$ cat src/rtl/nats_pkg.sv
`timescale 1ns / 1ps
`default_nettype none
package nats_pkg;
  localparam int MAX_DIM_DEF = 1024;
  localparam int MAX_K_DEF = 16;
  localparam int ELEM_W = 16;
  localparam int ID_W = 32;
  localparam int DIST_W = 44;
  localparam int DIM_CFG_W = 11;
  localparam int K_CFG_W = 5;
  localparam int OP_W = 2;
  localparam int CFG_IDX_W = 1;

  localparam logic [OP_W-1:0] OP_QUERY = 2'd0;
  localparam logic [OP_W-1:0] OP_ANCHOR = 2'd1;
  localparam logic [OP_W-1:0] OP_FINISH = 2'd2;

  localparam logic [CFG_IDX_W-1:0] REG_DIM = 1'd0;
  localparam logic [CFG_IDX_W-1:0] REG_K = 1'd1;

  localparam logic [DIM_CFG_W-1:0] DIM_RESET = 11'd128;
  localparam logic [K_CFG_W-1:0] K_RESET = 5'd8;

  typedef struct packed {
    logic query_wr;
    logic anchor_step;
    logic anchor_done;
    logic insert;
    logic run_clear;
    logic emit_load;
    logic emit_none;
  } ctrl_t;

  typedef struct packed {
    logic list_empty;
    logic last_elem;
  } stat_t;
endpackage
`default_nettype wire

$ cat src/rtl/nats_ctrl.sv
`timescale 1ns / 1ps
`default_nettype none
module nats_ctrl #(
  parameter int MAX_K = nats_pkg::MAX_K_DEF
) (
  input  wire  clk,
  input  wire  rst,
  input  wire  in_fire,
  input  wire  logic [nats_pkg::OP_W-1:0] in_op,
  input  wire  in_usable,
  input  wire  nats_pkg::stat_t stat,
  input  wire  logic [$clog2(MAX_K+1)-1:0] take,
  input  wire  logic [$clog2(MAX_K)-1:0] rd_pos,
  input  wire  out_stall,
  output nats_pkg::ctrl_t ctrl,
  output logic in_stall,
  output logic out_valid,
  output logic out_none,
  output logic out_last
);
  import nats_pkg::*;
  localparam int KW = $clog2(MAX_K+1);
  localparam logic [1:0] S_RUN = 2'd0;
  localparam logic [1:0] S_DRAIN = 2'd1;
  localparam logic [1:0] S_EMIT = 2'd2;
  localparam logic [1:0] S_WAIT = 2'd3;

  logic [1:0] state, state_next;
  logic [2:0] usable_pipe;
  logic issue;

  assign issue = !out_valid || !out_stall;

  always_comb begin
    ctrl = '0;
    state_next = state;
    in_stall = 1'b1;
    case (state)
      S_RUN: begin
        in_stall = 1'b0;
        if (in_fire) begin
          case (in_op)
            OP_QUERY: ctrl.query_wr = 1'b1;
            OP_ANCHOR: begin
              ctrl.anchor_step = 1'b1;
              ctrl.anchor_done = stat.last_elem;
            end
            OP_FINISH: state_next = S_DRAIN;
            default: ;
          endcase
        end
      end
      S_DRAIN: begin
        if (usable_pipe == '0) state_next = S_EMIT;
      end
      S_EMIT: begin
        if (issue) begin
          if (stat.list_empty) begin
            ctrl.emit_none = 1'b1;
          end else begin
            ctrl.emit_load = 1'b1;
          end
          state_next = S_WAIT;
        end
      end
      S_WAIT: begin
        if (issue) begin
          if (out_last && out_valid) begin
            ctrl.run_clear = 1'b1;
            state_next = S_RUN;
          end else if (out_valid) begin
            ctrl.emit_load = 1'b1;
          end
        end
      end
      default: state_next = S_RUN;
    endcase
    ctrl.insert = usable_pipe[1];
  end

  always_ff @(posedge clk) begin
    if (rst) begin
      state <= S_RUN;
      usable_pipe <= '0;
    end else begin
      state <= state_next;
      usable_pipe <= {usable_pipe[1:0],
                      ctrl.anchor_step & ctrl.anchor_done & in_usable};
    end
  end

  always_ff @(posedge clk) begin
    if (rst) begin
      out_valid <= 1'b0;
      out_none <= 1'b0;
      out_last <= 1'b0;
    end else if (ctrl.emit_none) begin
      out_valid <= 1'b1;
      out_none <= 1'b1;
      out_last <= 1'b1;
    end else if (ctrl.emit_load) begin
      out_valid <= 1'b1;
      out_none <= 1'b0;
      out_last <= ((state == S_EMIT) ? KW'(1) : KW'(rd_pos) + KW'(2)) == take;
    end else if (!out_stall) begin
      out_valid <= 1'b0;
    end
  end
endmodule
`default_nettype wire

$ cat config.mk
export PLATFORM = sky130hd
export DESIGN_NAME = nats_ctrl
export DESIGN_NICKNAME = d
export VERILOG_FILES = /design/src/rtl/nats_pkg.sv /design/src/rtl/nats_ctrl.sv
export SDC_FILE = /design/constraint.sdc
export NUM_CORES = 1
export LEC_CHECK = 0
export BUFFER_PORTS_ARGS = -buffer_cell sky130_fd_sc_hd__buf_2
export CAP_MARGIN = 30
export CORE_MARGIN = 2
export CORE_UTILIZATION = 32
export CTS_CLUSTER_SIZE = 24
export DETAILED_ROUTE_END_ITERATION = 8
export GPL_TIMING_DRIVEN = 0
export SLEW_MARGIN = 30
export SYNTH_ARGS = -nofsm -noshare
export SYNTH_HDL_FRONTEND = slang
export SYNTH_SLANG_ARGS = --single-unit
$ cat constraint.sdc
create_clock -name clk -period 2.15 [get_ports clk]
set_clock_uncertainty 0.2 [all_clocks]
set_input_delay 0.215 -clock clk [delete_from_list [all_inputs] [get_ports clk]]
set_output_delay 0.215 -clock clk [all_outputs]
set_load 0.02 [all_outputs]
==> impl_metrics.env, run 1 <==
export IMPL_grt_usage_pct=13.78
export IMPL_grt_pass1_vias=625
export IMPL_syn_area_sq_um=645.6
export IMPL_portBuffers=27
export IMPL_drv_slew=0
export IMPL_tns_ns=0
export IMPL_r2r_end="state[0]"
export IMPL_place_inst=129
export IMPL_p_total_mw=0.6640
export IMPL_yosys_area_share_simple_pct=26.16
export IMPL_routed_wl_mm=1.468
export IMPL_pre_cts_ws_ns=0.2528
export IMPL_wire_per_inst_um=11.04
export IMPL_hold_start="rst"
export IMPL_wl_met3_um=108
export IMPL_crit_arrival_ns=1.62
export IMPL_regToRegStartpoint="state[0]"
export IMPL_num_antenna_cells=0
export IMPL_yosys_register_bits=8
export IMPL_synth_top_family_by_area="simple AND/OR/NAND/NOR gates"
export IMPL_worstPathRequired_ns=1.74
export IMPL_num_rows=16
export IMPL_synth_most_common_cell="dfxtp_1"
export IMPL_via_per_inst=4.744
export IMPL_start_kind="flop"
export IMPL_core_sq_mm=0.001922
export IMPL_grt_max_degree=10
export IMPL_synth_xor_area_share_pct=6.783
export IMPL_path_class="reg -> out"
export IMPL_highest_layer="met3"
export IMPL_dp_hpwl_mm=1.178
export IMPL_maxCapViolations=0
export IMPL_slew_headroom_pct=81.99
export IMPL_synth_nets=100
export IMPL_dpl_cell_area_sq_um=814.5
export IMPL_setup_viol=0
export IMPL_finalCriticalPeriod_ns=2.036
export IMPL_yosys_area_top_type_share_pct=24.81
export IMPL_cts_made_buffers=3
export IMPL_fmax_ghz=0.4912
export IMPL_setup_ws_ns=0.1142
export IMPL_clk_path_buf_depth=2
export IMPL_power_leakage_nw=0.4222
export IMPL_wl_met1_um=675
export IMPL_die_width_um=48.92
export IMPL_synth_adder_area_share_pct=13.57
export IMPL_nNetsFinal=133
export IMPL_synth_compound_area_share_pct=22.87
export IMPL_grt_overflow_total=0
export IMPL_die_area_sq_mm=0.002393
export IMPL_post_cts_buffers=0
export IMPL_synthesis_instances=75
export IMPL_routabilityCongestion=0.7892
export IMPL_initial_core_util_pct=33.59
export IMPL_hold_end="state[1]"
export IMPL_worstSetupEndpointType="output pin"
export IMPL_drt_iter0_markers=6
export IMPL_muxShareOfSynthArea_pct=0
export IMPL_synth_common_cells="dfxtp_1, ha_1, a21oi_1, inv_1"
export IMPL_status="completed"
export IMPL_synth_ff_type="dfxtp_1"
export IMPL_path_clk_slew_ns=0.05
export IMPL_synth_distinct_cells=36
export IMPL_final_core_util_pct=45.05
export IMPL_h_tree_depth=1
export IMPL_nFillCells=205
export IMPL_grt_pass1_wl_mm=2.615
export IMPL_synth_edf_count=0
export IMPL_syn2layout_area_growth_pct=34.11
export IMPL_yosysTopAreaCell="dfxtp_1"
export IMPL_die_height_um=48.92
export IMPL_drive_gt1_share_pct=41.51
export IMPL_multi_input_area_sq_um=466.7
export IMPL_stdcell_count=133
export IMPL_hold_viol_final=0
export IMPL_period_share_pct=94.69
export IMPL_vias=631
export IMPL_route_detailed_drc=0
export IMPL_clock_sinks=8
export IMPL_synth_warnings=0
export IMPL_grt_antenna_before_repair=0
export IMPL_vdd_ir_drop_max_uv=456.4
export IMPL_min_path_type="in -> reg"
export IMPL_syn_area_per_cell_sq_um=8.608
export IMPL_powerDensity_mw_per_mm2=766.9
export IMPL_cp_max_fo=8
export IMPL_r2r_setup_slack_ns=0.42
export IMPL_timing_hold_ws_ns=0.003368
export IMPL_pin_count=29
export IMPL_async_reset_ff_share_pct=0
export IMPL_ys_seq_area_share_pct=24.81
export IMPL_whs_path_depth=2
export IMPL_clk_latency_ns=0.25
export IMPL_reg2reg_depth=6
export IMPL_synthTopCellsByArea="dfxtp_1, ha_1, xnor2_1"
export IMPL_rsz0062_at_grt="no"
export IMPL_clockRootBuffer="clkbuf_4"
export IMPL_cts_tree="built"
export IMPL_drt_pass1_iter_count=2
export IMPL_post_route_cell_area_sq_um=865.8
export IMPL_wl_met2_um=685
export IMPL_tightest_slew_ns=0.2701
export IMPL_seq_area_sq_um=160.2
export IMPL_drtAntennaViolNets=0
==> placed cells by master, fill, tap and decap left out, types with 4 or more instances in the layout <==
master / n
nor2_1: 4
dfxtp_1: 8
inv_1: 4
nand2_1: 4
a21oi_1: 5
buf_2: 27
xnor2_1: 4
ha_1: 4
==> final cells by class <==
type,count,area share [%]
plain buffers,2,1.734
flip-flops and latches,8,18.50
inverters,6,2.601
clock buffers,3,2.601
repair buffers,28,16.76
well taps,27,3.902
multi-input cells,59,53.90
==> cells by family after synthesis <==
group                      Yosys count
xor gates and xnor gates             5
AOI/OAI and AO/OA                   21
and+or+nand+nor                     26
buffers and inverters                8
adders and majority gates            7
DFF                                  8
==> sequential cells by signal, summed over array words and instances (netlist names) <==
name,cells
usable_pipe,3
state,2
out_last,1
out_none,1
out_valid,1
==> metal layers <==
metal | GRT usage (%) | vias up
met1 | 16.42 | 273
li1 | - | 331
met5 | 0 | -
met4 | 1.429 | 0
met3 | 5.828 | 0
met2 | 23.74 | 27
==> where the power goes <==
group | total (mW) | leakage, nW | switching, mW | internal [mW]
sequential | 0.204 | 0.0649 | 0.0303 | 0.174
clock | 0.113 | 0.0138 | 0.0490 | 0.0637
combinational | 0.347 | 0.343 | 0.195 | 0.152
==> worst max path at each step <==
stage | end | cells past startpoint | from
6_report | ctrl[1] | 6 | state[0]
3_5_place_dp | ctrl[1] | 6 | state[0]
5_1_grt | ctrl[4] | 6 | state[1]
4_1_cts | ctrl[1] | 6 | state[0]
3_3_place_gp | ctrl[1] | 6 | state[0]
2_1_floorplan | usable_pipe[0] | 6 | state[0]
==> worst max-delay path: stages (launching register included) <==
cell	delay (ns)
dfxtp_1	0.40
inv_2	0.09
ha_2	0.23
and3b_2	0.24
o221ai_4	0.20
inv_2	0.05
buf_2	0.16
==> timing repair <==
item / in CTS / in global routing
setup endpoints to repair: 1 / 2
pin swaps: 0 / 1
resized for setup: 2 / 3
cloned: 0 / 0
hold endpoints to repair: 1 / 0
hold buffers: 1 / 0
Note: power is estimated with default switching activity, not from simulation.
==> inputs of run 2 (changes only) <==
--- a/config.mk
+++ b/config.mk
@@ -12,6 +12,7 @@
 export CTS_CLUSTER_SIZE = 24
 export DETAILED_ROUTE_END_ITERATION = 8
 export GPL_TIMING_DRIVEN = 0
+export MAX_ROUTING_LAYER = met4
 export SLEW_MARGIN = 30
 export SYNTH_ARGS = -nofsm -noshare
 export SYNTH_HDL_FRONTEND = slang
==> run 2 against run 1 <==
Compared with the run above: non-clock buffer count is the same; highest routed layer unchanged; sequential share of layout area unchanged; core utilization stayed put; clock-buffer cell count did not move.
==> impl_metrics.env, run 2 (synthesis results as in run 1) <==
export IMPL_fmax_ghz=0.4918
export IMPL_clk_path_buf_depth=2
export IMPL_setup_ws_ns=0.1167
export IMPL_final_common_cell="buf_2"
export IMPL_power_leakage_nw=0.4222
export IMPL_die_area_sq_mm=0.002393
export IMPL_final_core_util_pct=45.05
export IMPL_routabilityCongestion=0.8003
export IMPL_grt_pass1_vias=625
export IMPL_pin_count=29
export IMPL_crit_arrival_ns=1.62
export IMPL_finalCriticalPeriod_ns=2.033
export IMPL_num_antenna_cells=0
export IMPL_drtAntennaViolNets=0
export IMPL_reg2reg_depth=6
export IMPL_seq_area_sq_um=160.2
export IMPL_period_share_pct=94.57
export IMPL_nFillCells=205
export IMPL_grt_max_degree=10
export IMPL_cts_made_buffers=3
export IMPL_core_sq_mm=0.001922
export IMPL_whs_path_depth=2
export IMPL_initial_core_util_pct=33.59
export IMPL_top_register="usable_pipe"
export IMPL_largest_reg_flops=3
export IMPL_grt_antenna_before_repair=0
export IMPL_post_cts_buffers=0
export IMPL_drive_gt1_share_pct=41.51
export IMPL_grt_overflow_total=0
export IMPL_setup_viol=0
export IMPL_post_route_cell_area_sq_um=865.8
export IMPL_routed_wl_mm=1.468
export IMPL_tns_ns=0
export IMPL_top_regs="usable_pipe (3), state (2)"
export IMPL_worstPathRequired_ns=1.74
export IMPL_nNetsFinal=133
export IMPL_grt_usage_pct=14.16
export IMPL_path_clk_slew_ns=0.05
export IMPL_worstSetupEndpointType="output pin"
export IMPL_slew_headroom_pct=81.99
export IMPL_r2r_setup_slack_ns=0.42
export IMPL_dpl_cell_area_sq_um=814.5
export IMPL_hold_viol_final=0
export IMPL_maxCapViolations=0
export IMPL_h_tree_depth=1
export IMPL_vias=631
export IMPL_dp_hpwl_mm=1.178
export IMPL_num_rows=16
export IMPL_portBuffers=27
export IMPL_clockRootBuffer="clkbuf_4"
export IMPL_powerDensity_mw_per_mm2=765.6
export IMPL_start_kind="flop"
export IMPL_final_cell_mix="buf_2, dfxtp_1, a21oi_1"
export IMPL_route_detailed_drc=0
export IMPL_drv_slew=0
export IMPL_cp_max_fo=8
export IMPL_die_height_um=48.92
export IMPL_drt_iter0_markers=10
export IMPL_clock_sinks=8
export IMPL_drt_pass1_iter_count=2
export IMPL_status="completed"
export IMPL_vdd_ir_drop_max_uv=456.4
export IMPL_multi_input_area_sq_um=466.7
export IMPL_grt_pass1_wl_mm=2.622
export IMPL_syn2layout_area_growth_pct=34.11
export IMPL_wire_per_inst_um=11.04
export IMPL_path_class="reg -> out"
export IMPL_clk_latency_ns=0.25
export IMPL_rsz0062_at_grt="no"
export IMPL_pre_cts_ws_ns=0.2528
export IMPL_min_path_type="in -> reg"
export IMPL_via_per_inst=4.744
export IMPL_tightest_slew_ns=0.2701
export IMPL_die_width_um=48.92
export IMPL_cts_tree="built"
run 2: cell counts in the layout (fill, tap and decap cells not counted):
Identical to the previous run, type by type.
run 2: path summary, 6_finish.rpt:
check | start | end
worst min register to register | usable_pipe[0] | usable_pipe[1]
worst max-delay path | state[0] | ctrl[1]
worst max register to register | state[0] | state[0]
worst min-delay path | rst | state[1]
run 2: power breakdown:
group / internal, mW / leakage, nW / switching [mW]
Sequential: 0.174 / 0.0649 / 0.0303
Combinational: 0.152 / 0.343 / 0.195
Clock: 0.0637 / 0.0138 / 0.0479
Total: 0.389 / 0.422 / 0.274
run 2: per-stage QoR:
step	std cells	hold slack [ns]	power, mW
finish	133	0.005590	0.6629
global route	133	0.004528	0.7311
CTS	133	0.008892	0.6656
detailed placement	129	0.2594	0.5435
global placement	129	0.2560	0.5365
floorplan	75	0.1790	0.4486
run 2: metal layers:
| layer | vias up | GRT usage, % | wire length, um |
|---|---|---|---|
| li1 | 331 | - | - |
| met1 | 273 | 16.42 | 675 |
| met2 | 27 | 23.74 | 686 |
| met3 | 0 | 5.828 | 106 |
| met4 | 0 | 1.429 | 0 |
| met5 | - | - | 0 |
run 2: layout make-up:
cell class                 count  share of cell area (%)
timing repair buffer          28                   16.76
buffer                         2                   1.734
sequential                     8                   18.50
clock buffer                   3                   2.601
multi-input combinational     59                   53.90
tap                           27                   3.902
inverter                       6                   2.601
run 2: timing repair:
item | 4_1_cts | 5_1_grt
gates resized for setup | 2 | 3
pin swaps | 0 | 1
gates cloned | 0 | 0
hold buffers | 1 | 0
endpoints found under the setup margin | 1 | 2
hold endpoints to repair | 1 | 0
run 2: worst max-delay path: stages, from the launching register on:
cell      delay, ns
dfxtp_1        0.39
inv_2          0.09
ha_2           0.23
and3b_2        0.24
o221ai_4       0.20
inv_2          0.05
buf_2          0.16
